--- src/rtl/tde_pkg.sv ---
// Shared types, constants and helper functions for the telemetry record delta encoder.
package tde_pkg;

  localparam int NumGroups = 5;
  localparam int SensorsPerRecord = 16;
  localparam int GroupIdxW = 3;
  localparam int SumW = 16;
  localparam int FlagWordW = 2 * NumGroups;

  typedef logic [2:0] flag_t;

  localparam flag_t FLAG_NODATA = 3'd2;
  localparam flag_t FLAG_SAT    = 3'd3;
  localparam flag_t FLAG_NONE   = 3'd7;

  localparam logic [1:0] TYPE_NODATA = 2'b10;
  localparam logic [1:0] TYPE_SAT    = 2'b11;

  localparam logic [6:0] LEN_CHUNK_W  = 7'd6;
  localparam logic [6:0] FLAG_CHUNK_W = 7'd10;
  localparam logic [6:0] SUM_CHUNK_W  = 7'd16;

  typedef struct packed {
    logic                               is_time;
    logic [63:0]                        delta;
    logic [FlagWordW-1:0]               flags;
    logic [NumGroups-1:0][SumW-1:0]     sums;
  } entry_t;

  function automatic logic [GroupIdxW-1:0] group_of(input logic [3:0] idx);
    logic [GroupIdxW-1:0] g;
    unique case (idx) inside
      [4'd0:4'd3]:   g = 3'd0;
      [4'd4:4'd6]:   g = 3'd1;
      [4'd7:4'd9]:   g = 3'd2;
      [4'd10:4'd12]: g = 3'd3;
      default:       g = 3'd4;
    endcase
    return g;
  endfunction

  // highest set bit plus one; zero gives one
  function automatic logic [6:0] bit_len(input logic [63:0] v);
    logic [6:0] n;
    n = 7'd1;
    for (int i = 0; i < 64; i++) begin
      if (v[i]) begin
        n = 7'(i + 1);
      end
    end
    return n;
  endfunction

endpackage

--- src/rtl/tde_front.sv ---
// Front end: accepts record words, tracks the timestamp and sensor groups, builds queue entries.
module tde_front (
  input  logic            clk_i,
  input  logic            rst_ni,
  input  logic            accept_i,
  input  logic [59:0]     word_i,
  output logic            enq_valid_o,
  output tde_pkg::entry_t enq_data_o
);

  logic [4:0]  wc_q, wc_d;
  logic [59:0] prev_q, prev_d;
  logic        have_q, have_d;
  logic [tde_pkg::SumW-1:0] sum_q [tde_pkg::NumGroups];
  logic [tde_pkg::SumW-1:0] sum_d [tde_pkg::NumGroups];
  tde_pkg::flag_t flag_q [tde_pkg::NumGroups];
  tde_pkg::flag_t flag_d [tde_pkg::NumGroups];
  logic [tde_pkg::NumGroups-1:0] closed_q, closed_d;

  logic [3:0]  idx;
  logic [tde_pkg::GroupIdxW-1:0] grp;
  logic [1:0]  typ;
  logic [13:0] val;
  logic        is_ts;
  logic        last_word;
  logic [63:0] delta;

  assign idx       = wc_q[3:0] - 4'd1;
  assign grp       = tde_pkg::group_of(idx);
  assign typ       = word_i[15:14];
  assign val       = word_i[13:0];
  assign is_ts     = (wc_q == 5'd0) || (wc_q > 5'd16);
  assign last_word = (wc_q == 5'd16);
  assign delta     = have_q ? ({4'b0, word_i} - {4'b0, prev_q}) : {4'b0, word_i};

  always_comb begin
    wc_d     = wc_q;
    prev_d   = prev_q;
    have_d   = have_q;
    sum_d    = sum_q;
    flag_d   = flag_q;
    closed_d = closed_q;
    if (accept_i) begin
      if (is_ts) begin
        prev_d = word_i;
        have_d = 1'b1;
        wc_d   = 5'd1;
        for (int g = 0; g < tde_pkg::NumGroups; g++) begin
          sum_d[g]    = '0;
          flag_d[g]   = tde_pkg::FLAG_NONE;
          closed_d[g] = 1'b0;
        end
      end else begin
        if (!closed_q[grp]) begin
          case (typ)
            tde_pkg::TYPE_NODATA: begin
              flag_d[grp]   = tde_pkg::FLAG_NODATA;
              closed_d[grp] = 1'b1;
            end
            tde_pkg::TYPE_SAT: begin
              if (flag_q[grp] == tde_pkg::FLAG_NONE) begin
                flag_d[grp] = tde_pkg::FLAG_SAT;
              end
            end
            default: begin
              if (flag_q[grp] == tde_pkg::FLAG_NONE || flag_q[grp] == tde_pkg::FLAG_SAT) begin
                flag_d[grp] = {1'b0, typ};
              end
              sum_d[grp] = sum_q[grp] + {2'b00, val};
            end
          endcase
        end
        wc_d = last_word ? 5'd0 : wc_q + 5'd1;
      end
    end
  end

  always_comb begin
    enq_data_o.is_time = is_ts;
    enq_data_o.delta   = delta;
    for (int g = 0; g < tde_pkg::NumGroups; g++) begin
      enq_data_o.flags[2*(tde_pkg::NumGroups-1-g) +: 2] =
        flag_d[g][2] ? 2'b00 : flag_d[g][1:0];
      enq_data_o.sums[g] =
        (flag_d[g] == tde_pkg::FLAG_NODATA || flag_d[g] == tde_pkg::FLAG_SAT) ? '0 : sum_d[g];
    end
  end

  assign enq_valid_o = accept_i & (is_ts | last_word);

  always_ff @(posedge clk_i or negedge rst_ni) begin
    if (!rst_ni) begin
      wc_q     <= '0;
      prev_q   <= '0;
      have_q   <= 1'b0;
      closed_q <= '0;
      for (int g = 0; g < tde_pkg::NumGroups; g++) begin
        sum_q[g]  <= '0;
        flag_q[g] <= tde_pkg::FLAG_NONE;
      end
    end else begin
      wc_q     <= wc_d;
      prev_q   <= prev_d;
      have_q   <= have_d;
      closed_q <= closed_d;
      sum_q    <= sum_d;
      flag_q   <= flag_d;
    end
  end

endmodule

--- src/rtl/tde_fifo.sv ---
// Two-entry queue between the front end and the chunk emitter.
module tde_fifo (
  input  logic            clk_i,
  input  logic            rst_ni,
  input  logic            wr_en_i,
  input  tde_pkg::entry_t wr_data_i,
  output logic            full_o,
  input  logic            rd_en_i,
  output tde_pkg::entry_t rd_data_o,
  output logic            rd_valid_o
);

  localparam int Depth = 2;

  tde_pkg::entry_t mem_q [Depth];
  logic            wr_ptr_q;
  logic            rd_ptr_q;
  logic [1:0]      count_q;

  assign full_o     = (count_q == 2'(Depth));
  assign rd_valid_o = (count_q != 2'd0);
  assign rd_data_o  = mem_q[rd_ptr_q];

  always_ff @(posedge clk_i) begin
    if (wr_en_i) begin
      mem_q[wr_ptr_q] <= wr_data_i;
    end
  end

  always_ff @(posedge clk_i or negedge rst_ni) begin
    if (!rst_ni) begin
      wr_ptr_q <= 1'b0;
      rd_ptr_q <= 1'b0;
      count_q  <= '0;
    end else begin
      if (wr_en_i) begin
        wr_ptr_q <= ~wr_ptr_q;
      end
      if (rd_en_i) begin
        rd_ptr_q <= ~rd_ptr_q;
      end
      count_q <= count_q + {1'b0, wr_en_i} - {1'b0, rd_en_i};
    end
  end

endmodule

--- src/rtl/tde_back.sv ---
// Back end: takes queue entries and emits their chunks one per transaction.
module tde_back (
  input  logic            clk_i,
  input  logic            rst_ni,
  input  logic            deq_valid_i,
  input  tde_pkg::entry_t deq_data_i,
  output logic            deq_en_o,
  input  logic            pop_i,
  output logic            empty_o,
  output logic [63:0]     chunk_bits_o,
  output logic [6:0]      chunk_len_o,
  output logic            chunk_last_o
);

  logic        busy_q;
  logic        step_q;
  logic        is_time_q;
  logic [63:0] delta_q;
  logic [6:0]  len_q;
  logic [tde_pkg::FlagWordW-1:0] flags_q;
  logic [tde_pkg::NumGroups-1:0][tde_pkg::SumW-1:0] sums_q;
  logic [tde_pkg::NumGroups-1:0] nz_q;

  logic [tde_pkg::NumGroups-1:0] sel;
  logic [tde_pkg::NumGroups-1:0] nz_rest;
  logic [tde_pkg::SumW-1:0]      sel_sum;
  logic [tde_pkg::NumGroups-1:0] nz_load;
  logic advance, finish, load;

  assign sel     = nz_q & (~nz_q + {{(tde_pkg::NumGroups-1){1'b0}}, 1'b1});
  assign nz_rest = nz_q & ~sel;

  always_comb begin
    sel_sum = '0;
    for (int g = 0; g < tde_pkg::NumGroups; g++) begin
      sel_sum = sel_sum | (sums_q[g] & {tde_pkg::SumW{sel[g]}});
      nz_load[g] = (deq_data_i.sums[g] != '0);
    end
  end

  always_comb begin
    if (is_time_q) begin
      if (!step_q) begin
        chunk_bits_o = {58'b0, len_q[5:0]};
        chunk_len_o  = tde_pkg::LEN_CHUNK_W;
        chunk_last_o = 1'b0;
      end else begin
        chunk_bits_o = delta_q;
        chunk_len_o  = len_q;
        chunk_last_o = 1'b1;
      end
    end else begin
      if (!step_q) begin
        chunk_bits_o = {54'b0, flags_q};
        chunk_len_o  = tde_pkg::FLAG_CHUNK_W;
        chunk_last_o = (nz_q == '0);
      end else begin
        chunk_bits_o = {48'b0, sel_sum};
        chunk_len_o  = tde_pkg::SUM_CHUNK_W;
        chunk_last_o = (nz_rest == '0);
      end
    end
  end

  assign empty_o  = ~busy_q;
  assign advance  = busy_q & pop_i;
  assign finish   = advance & chunk_last_o;
  assign load     = deq_valid_i & (~busy_q | finish);
  assign deq_en_o = load;

  always_ff @(posedge clk_i) begin
    if (load) begin
      is_time_q <= deq_data_i.is_time;
      delta_q   <= deq_data_i.delta;
      len_q     <= tde_pkg::bit_len(deq_data_i.delta);
      flags_q   <= deq_data_i.flags;
      sums_q    <= deq_data_i.sums;
    end
  end

  always_ff @(posedge clk_i or negedge rst_ni) begin
    if (!rst_ni) begin
      busy_q <= 1'b0;
      step_q <= 1'b0;
      nz_q   <= '0;
    end else if (load) begin
      busy_q <= 1'b1;
      step_q <= 1'b0;
      nz_q   <= nz_load;
    end else if (finish) begin
      busy_q <= 1'b0;
    end else if (advance) begin
      if (!step_q) begin
        step_q <= 1'b1;
      end else begin
        nz_q <= nz_rest;
      end
    end
  end

endmodule

--- src/rtl/telemetry_record_delta_encoder.sv ---
// Top level of the telemetry record delta encoder.
// A timestamp or 16th sensor word is queued and then loaded into the emitter for its chunks.
// Throughput: one word per cycle in unless full; one chunk per cycle on pop, by the one emitter.
// A two-entry queue lets the word front end run while chunks wait on the output.
// Reset (async, active low) clears timestamp history, word count, groups and the queue at once.
module telemetry_record_delta_encoder (
  input  logic        clk_i,
  input  logic        rst_ni,
  input  logic        push,
  output logic        full,
  input  logic [59:0] word_i,
  output logic        empty,
  input  logic        pop,
  output logic [63:0] chunk_bits_o,
  output logic [6:0]  chunk_len_o,
  output logic        chunk_last_o
);

  logic            accept;
  logic            enq_valid;
  tde_pkg::entry_t enq_data;
  logic            deq_valid;
  logic            deq_en;
  tde_pkg::entry_t deq_data;

  assign accept = push & ~full;

  tde_front u_front (
    .clk_i       (clk_i),
    .rst_ni      (rst_ni),
    .accept_i    (accept),
    .word_i      (word_i),
    .enq_valid_o (enq_valid),
    .enq_data_o  (enq_data)
  );

  tde_fifo u_fifo (
    .clk_i      (clk_i),
    .rst_ni     (rst_ni),
    .wr_en_i    (enq_valid),
    .wr_data_i  (enq_data),
    .full_o     (full),
    .rd_en_i    (deq_en),
    .rd_data_o  (deq_data),
    .rd_valid_o (deq_valid)
  );

  tde_back u_back (
    .clk_i        (clk_i),
    .rst_ni       (rst_ni),
    .deq_valid_i  (deq_valid),
    .deq_data_i   (deq_data),
    .deq_en_o     (deq_en),
    .pop_i        (pop),
    .empty_o      (empty),
    .chunk_bits_o (chunk_bits_o),
    .chunk_len_o  (chunk_len_o),
    .chunk_last_o (chunk_last_o)
  );

endmodule

--- config.mk ---
export PLATFORM = sky130hd
export DESIGN_NAME = telemetry_record_delta_encoder
export DESIGN_NICKNAME = d
export VERILOG_FILES = /design/src/rtl/tde_pkg.sv /design/src/rtl/tde_front.sv /design/src/rtl/tde_fifo.sv /design/src/rtl/tde_back.sv /design/src/rtl/telemetry_record_delta_encoder.sv
export SDC_FILE = /design/constraint.sdc
export NUM_CORES = 1
export LEC_CHECK = 0
export ABC_CLOCK_PERIOD_IN_PS = 11900
export BUFFER_PORTS_ARGS = -buffer_cell sky130_fd_sc_hd__buf_2
export CORE_MARGIN = 3
export CORE_UTILIZATION = 40
export CTS_CLUSTER_SIZE = 10
export DETAILED_ROUTE_END_ITERATION = 10
export PLACE_DENSITY = 0.67
export REMOVE_ABC_BUFFERS = 1
export SLEW_MARGIN = 25
export SYNTH_ARGS = -nofsm -noshare
export SYNTH_HDL_FRONTEND = slang
export SYNTH_SLANG_ARGS = --single-unit
export TNS_END_PERCENT = 5
--- constraint.sdc ---
create_clock -name clk_i -period 11.9 [get_ports clk_i]
set_input_delay 2.38 -clock clk_i [delete_from_list [all_inputs] [get_ports clk_i]]
set_output_delay 2.38 -clock clk_i [all_outputs]
set_load 0.02 [all_outputs]
==> results of run 1 <==
## power by group
group          leakage [nW]  internal [mW]  switching, mW
Combinational          6.01           2.13           3.92
Clock                  1.07           1.24          0.897
Sequential             6.48           3.49          0.324
Total                  13.6           6.86           5.14
## final cells by class
type / instances / area, um^2 / share of cell area, %
sequential: 640 / 18360 / 51.74
clock inverter: 6 / 63.81 / 0.1799
inverter: 114 / 427.9 / 1.206
timing repair buffer: 173 / 1042 / 2.938
clock buffer: 133 / 2178 / 6.140
antenna: 9 / 22.52 / 0.06348
tap: 1040 / 1301 / 3.668
multi-input combinational: 1740 / 12080 / 34.06
## worst max-delay path, delay by kind of cell (launching register included)
kind | cells | cell delay, ns
AOI/OAI and AO/OA | 9 | 2.60
and+or+nand+nor | 9 | 1.88
adders and majority gates | 2 | 0.84
DFF | 1 | 0.68
buffers and inverters | 1 | 0.19
## path summary, 6_finish.rpt
kind / end / slack [ns]
setup / recovery: u_fifo.mem_q[1][79] / 5.40
hold / removal: u_front.closed_q[2] / 0.50
setup reg to reg: u_fifo.mem_q[1][79] / 5.40
hold reg to reg: u_front.closed_q[2] / 0.50
max in group asynchronous: u_back.step_q / 7.96
min in group asynchronous: u_front.prev_q[56] / 1.75
## sequential cells by signal (all words and copies together), names as in the netlist, 2 cells and up
name              cells
u_fifo.mem_q        304
u_back.sums_q        80
u_front.sum_q        80
u_back.delta_q       61
u_front.prev_q       60
u_front.flag_q       15
u_back.flags_q       10
u_back.len_q          7
u_back.nz_q           5
u_front.closed_q      5
u_front.wc_q          5
u_fifo.count_q        2
## metal layers
| metal | part of all wire [%] | up-vias | track usage, % |
|---|---|---|---|
| met4 | 3.9 | 8 | 9.199 |
| met3 | 7.0 | 204 | 3.538 |
| met2 | 46 | 884 | 32.78 |
| met1 | 43 | 10980 | 28.69 |
| li1 | - | 10040 | - |
| met5 | 0.066 | - | 0 |
## synth_stat cells (all sizes together) (12+ instances only)
cell type	instances	area share, %
a21boi	12	0.29
o21bai	15	0.36
nor2	154	1.9
dfrtp	162	13
inv	113	1.4
nand4	12	0.24
or3	17	0.34
mux2	197	7.1
nand2	235	2.8
xnor2	43	1.2
o221ai	14	0.41
xor2	22	0.61
a22oi	23	0.55
buf	47	0.86
a21o	30	0.72
nand2b	18	0.36
and2	26	0.52
ha	84	3.4
and3	58	1.2
nand3	43	0.72
o31ai	16	0.44
nor2b	79	1.6
or2	12	0.25
o21a	19	0.45
nor4	28	0.58
o211ai	14	0.34
nor3	29	0.51
edfxtp	463	44
dfstp	15	1.3
a21oi	122	2.0
o21ai	195	3.1
a221oi	18	0.50
a22o	72	2.0
clkbuf	77	0.92
## through the flow
step                cell area, um^2  std cells  utilization (%)
finish                        35480       3855            45.72
global route                  35470       3850            45.71
CTS                           35440       3846            45.67
detailed placement            33200       3707            42.78
global placement              33090       3703            42.64
floorplan                     30800       2494                -
## cell families after synthesis
| group | share of synthesized area, % |
|---|---|
| flip-flops | 58.52 |
| AO/OA/AOI/OAI | 14.24 |
| buffers and inverters | 3.144 |
| XOR/XNOR | 1.815 |
| AND/OR/NAND/NOR | 11.52 |
| multiplexers | 7.246 |
| adder cells (fa/ha/maj) | 3.511 |
==> impl_metrics.env, run 1 <==
export IMPL_fillers=7034
export IMPL_ir_worst_vdd_mv=0.2292
export IMPL_ios=138
export IMPL_nets=2894
export IMPL_synth_async_reset_ratio_pct=27.66
export IMPL_p_total_mw=12.00
export IMPL_layout_commonest_cell="edfxtp_1"
export IMPL_holdPathStages=2
export IMPL_clk_latency_ns=0.63
export IMPL_htreeDepth=3
export IMPL_final_antenna_net_count=0
export IMPL_port_buffers=137
export IMPL_worst_setup_path_type="flop to flop"
export IMPL_hold_ws_ns=0.4955
export IMPL_ys_seq_elements=640
export IMPL_final_max_slew_viol_count=0
export IMPL_drive_above_1_share_pct=18.96
export IMPL_hold_buffers=0
export IMPL_cp_required_ns=12.24
export IMPL_die_width_um=286.0
export IMPL_timing_final_setup_violations=0
export IMPL_cts_buffers=75
export IMPL_synth_distinct_cells=100
export IMPL_overflow=0
export IMPL_area_delta_synth_final_pct=13.14
export IMPL_core_um2=77590
export IMPL_cp_start_kind="flop"
export IMPL_reg2reg_from="u_front.wc_q[0]"
export IMPL_syn_avg_cell_area_um2=11.98
export IMPL_slowest_delay_ns=0.68
export IMPL_place_ws_ns=5.583
export IMPL_antenna_found_initial=16
export IMPL_path_clk_slew_ns=0.06
export IMPL_period_share_pct=54.65
export IMPL_synth_edf_count=463
export IMPL_yosys_most_used_dff="edfxtp_1"
export IMPL_tritoncts="yes"
export IMPL_layout_setup_ws_ns=5.396
export IMPL_drt_wl_total_mm=86.83
export IMPL_grt_max_degree=158
export IMPL_drt_first_pass_iters=7
export IMPL_drt_iter0_markers=1937
export IMPL_yosysWarnings=0
export IMPL_final_hold_viol_count=0
export IMPL_status="finished, final reports clean"
export IMPL_cp_max_fo=19
export IMPL_num_rows=102
export IMPL_drt_wirelength_per_cell_um=22.52
export IMPL_hold_path_class="flop to flop"
export IMPL_cts_setup_buffers=0
export IMPL_worstSetupEndpointType="flop"
export IMPL_cp_arrival_ns=6.84
export IMPL_dr_total_vias=22120
export IMPL_syn_area_um2=31360
export IMPL_viasPerCell=5.738
export IMPL_crit_start="u_front.wc_q[0]"
export IMPL_dp_hpwl_mm=60.64
export IMPL_synthCells=2618
export IMPL_fin_skew_ns=0.03142
export IMPL_hp_start="u_front.closed_q[2]"
export IMPL_initial_core_util_pct=40.41
export IMPL_grt_pass1_vias=22010
export IMPL_ys_seq_area_share_pct=58.52
export IMPL_clk_path_buf_depth=3
export IMPL_p_leak_nw=13.56
export IMPL_cts_resized=0
export IMPL_worstMarginPinSlew_ns=1.050
export IMPL_post_route_drc_count=0
export IMPL_rsz0062_at_grt="no"
export IMPL_gp_congestion=0.9294
export IMPL_relSlewSlack_pct=29.88
export IMPL_grt_pass1_wl_mm=132.3
export IMPL_maxCapViolCount=0
export IMPL_root_buffer="clkbuf_16"
export IMPL_cts_sinks=640
export IMPL_fmax_mhz=153.8
export IMPL_cellPowerDensity_nw_per_um2=338.3
export IMPL_rr_worst_depth=21
export IMPL_crit_path_cell_trace="inv_1 -> ha_1 -> nand2b_1 -> and4_1 -> a31oi_1 -> nand2_1 -> nand2_1 -> nand3_1 -> o221ai_1 -> o21ai_0 -> ha_1 -> and3_1 -> a2111o_1 -> nand2_1 -> o21ai_0 -> a211o_1 -> a31oi_1 -> nor3_1 -> o21ai_1 -> o21ai_0 -> nor2b_1"
export IMPL_post_route_min_period_ns=6.504
export IMPL_die_area_um2=81790
export IMPL_grt_usage_pct=20.93
export IMPL_crit_slowest_cell="dfrtp_1"
export IMPL_die_h_um=286.0
export IMPL_final_cell_mix="edfxtp_1 (463), nand2_1 (234), mux2_2 (196)"
export IMPL_tns_ns=0
Power figures use the tool's default switching activity.
==> inputs of run 2 (changes only) <==
Settings changed: ABC_CLOCK_PERIOD_IN_PS 11900 to 5200, PLACE_DENSITY 0.67 to 0.69.
Clock period 11.9 ns to 5.2 ns, I/O delays scaled along.
==> impl_metrics.env, run 2 (synthesis results as in run 1) <==
export IMPL_drive_above_1_share_pct=20.79
export IMPL_dr_total_vias=21910
export IMPL_path_clk_slew_ns=0.06
export IMPL_cp_start_kind="flop"
export IMPL_final_antenna_net_count=0
export IMPL_post_route_drc_count=0
export IMPL_ios=138
export IMPL_timing_final_setup_violations=0
export IMPL_drt_wl_total_mm=85.73
export IMPL_clk_path_buf_depth=3
export IMPL_final_hold_viol_count=0
export IMPL_ir_worst_vdd_mv=0.5180
export IMPL_cp_arrival_ns=5.34
export IMPL_antenna_found_initial=20
export IMPL_layout_commonest_cell="edfxtp_1"
export IMPL_post_route_min_period_ns=4.984
export IMPL_die_width_um=286.0
export IMPL_final_max_slew_viol_count=0
export IMPL_switching_share_pct=42.31
export IMPL_status="finished, final reports clean"
export IMPL_rsz0062_at_grt="yes"
export IMPL_slowest_delay_ns=0.45
export IMPL_combPwrFrac_pct=51.5
export IMPL_crit_slowest_cell="a2111o_1"
export IMPL_relSlewSlack_pct=30.73
export IMPL_worstSetupEndpointType="flop"
export IMPL_tns_ns=0
export IMPL_fmax_mhz=200.6
export IMPL_maxCapViolCount=0
export IMPL_p_leak_nw=13.83
export IMPL_p_seq_share_pct=31.1
export IMPL_drt_first_pass_iters=5
export IMPL_cts_buffers=75
export IMPL_placedCellCount=3752
export IMPL_path_common_cell="o21ai_0"
export IMPL_top_regs="u_fifo.mem_q (304), u_back.sums_q (80), u_front.sum_q (80)"
export IMPL_final_cell_mix="edfxtp_1 (463), nand2_1 (233), mux2_2 (195)"
export IMPL_hold_path_class="primary input to async pin"
export IMPL_fin_util_pct=46.39
export IMPL_drt_wirelength_per_cell_um=21.96
export IMPL_die_h_um=286.0
export IMPL_top_register="u_fifo.mem_q"
export IMPL_area_delta_synth_final_pct=14.79
export IMPL_fillers=7010
export IMPL_gp_congestion=0.9095
export IMPL_grt_usage_pct=20.54
export IMPL_grt_pass1_wl_mm=129.2
export IMPL_viasPerCell=5.613
export IMPL_grt_max_degree=119
export IMPL_worst_setup_path_type="flop to flop"
export IMPL_largest_reg_flops=304
export IMPL_period_share_pct=95.86
export IMPL_dpl_cell_area_um2=33560
export IMPL_core_um2=77590
export IMPL_fin_skew_ns=0.02319
export IMPL_final_cells=3904
export IMPL_cellPowerDensity_nw_per_um2=774.7
export IMPL_switching_power_mw=11.80
export IMPL_root_buffer="clkbuf_16"
export IMPL_port_buffers=137
export IMPL_final_area_um2=36000
export IMPL_tritoncts="yes"
export IMPL_internal_power_mw=16.09
export IMPL_crit_path_cell_trace="inv_1 -> ha_2 -> nand2b_1 -> and4_1 -> a31o_2 -> nor2_4 -> nand2_1 -> nand3_1 -> o221ai_1 -> o21ai_0 -> ha_1 -> and3_1 -> a2111o_1 -> nand2_1 -> o21ai_0 -> a211o_1 -> a31oi_4 -> nor3_1 -> o21ai_2 -> o21ai_0 -> nor2b_1"
export IMPL_num_rows=102
export IMPL_die_area_um2=81790
export IMPL_nets=2941
export IMPL_htreeDepth=3
export IMPL_worstMarginPinSlew_ns=1.037
export IMPL_cp_max_fo=7
export IMPL_drt_iter0_markers=1869
export IMPL_cts_sinks=640
export IMPL_grt_pass1_vias=21090
export IMPL_overflow=0
export IMPL_p_total_mw=27.88
export IMPL_dp_hpwl_mm=60.00
export IMPL_cp_required_ns=5.56
export IMPL_initial_core_util_pct=40.41
export IMPL_clk_latency_ns=0.63
export IMPL_p_clk_share_pct=17.4
run 2: critical path: cells and delay by family, from the launching register on:
family                   cells  cell delay [ns]
AO/OA/AOI/OAI                9             2.21
adder cells (fa/ha/maj)      2             0.69
buffers and inverters        1             0.09
flip-flops                   1             0.40
AND/OR/NAND/NOR              9             1.29
run 2: stage by stage:
stage	setup WS (ns)	hold WS, ns
6_report	0.2155	0.4347
5_1_grt	-0.02997	0.5039
4_1_cts	0.001414	0.4955
3_5_place_dp	-0.06688	0.4846
3_3_place_gp	0.0001532	0.4658
2_1_floorplan	-5.812	0.4505
run 2: repair_timing:
| item | CTS | global route |
|---|---|---|
| setup buffers | 1 | 1 |
| hold buffers | 0 | 0 |
| gates resized for setup | 4 | 22 |
| pin swaps | 1 | 7 |
| setup endpoints to repair | 28 | 84 |
run 2: metal layers:
metal,global-route usage (%),up-vias,share of wire [%]
met2,31.76,745,45
met4,7.382,16,3.2
met1,28.97,10890,44
met3,3.785,140,7.2
met5,0,-,0.12
li1,-,10130,-
run 2: layout make-up:
| cell class | count | area, um^2 | area share (%) |
|---|---|---|---|
| flip-flops and latches | 640 | 18360 | 51.00 |
| multi-input cells | 1740 | 12150 | 33.76 |
| clock buffers | 128 | 2096 | 5.822 |
| repair buffers | 220 | 1446 | 4.018 |
| well taps | 1040 | 1301 | 3.615 |
| inverters | 114 | 427.9 | 1.189 |
| clock inverters | 10 | 183.9 | 0.5110 |
| diodes | 12 | 30.03 | 0.08342 |
run 2: final timing paths:
| path | from | end | slack (ns) | depth (start not counted) |
|---|---|---|---|---|
| setup / recovery | u_front.wc_q[1] | u_fifo.mem_q[1][79] | 0.22 | 21 |
| hold / removal | rst_ni | u_front.prev_q[54] | 0.43 | 1 |
| setup reg to reg | u_front.wc_q[1] | u_fifo.mem_q[1][79] | 0.22 | 21 |
| hold reg to reg | u_front.closed_q[2] | u_front.closed_q[2] | 0.49 | 2 |
| max in group asynchronous | rst_ni | u_fifo.rd_ptr_q | 3.84 | 2 |
| min in group clk_i | u_front.closed_q[2] | u_front.closed_q[2] | 0.49 | 2 |
run 2: power groups by stage:
| stage | Sequential, mW | Combinational (mW) | Clock (mW) |
|---|---|---|---|
| 6_report | 8.67 | 14.4 | 4.86 |
| 4_1_cts | 8.65 | 14.0 | 4.94 |
| 3_3_place_gp | 8.70 | 13.7 | 0 |
| 5_1_grt | 8.79 | 15.6 | 5.14 |
| 3_5_place_dp | 8.73 | 13.9 | 0 |
| 2_1_floorplan | 8.85 | 9.28 | 0 |
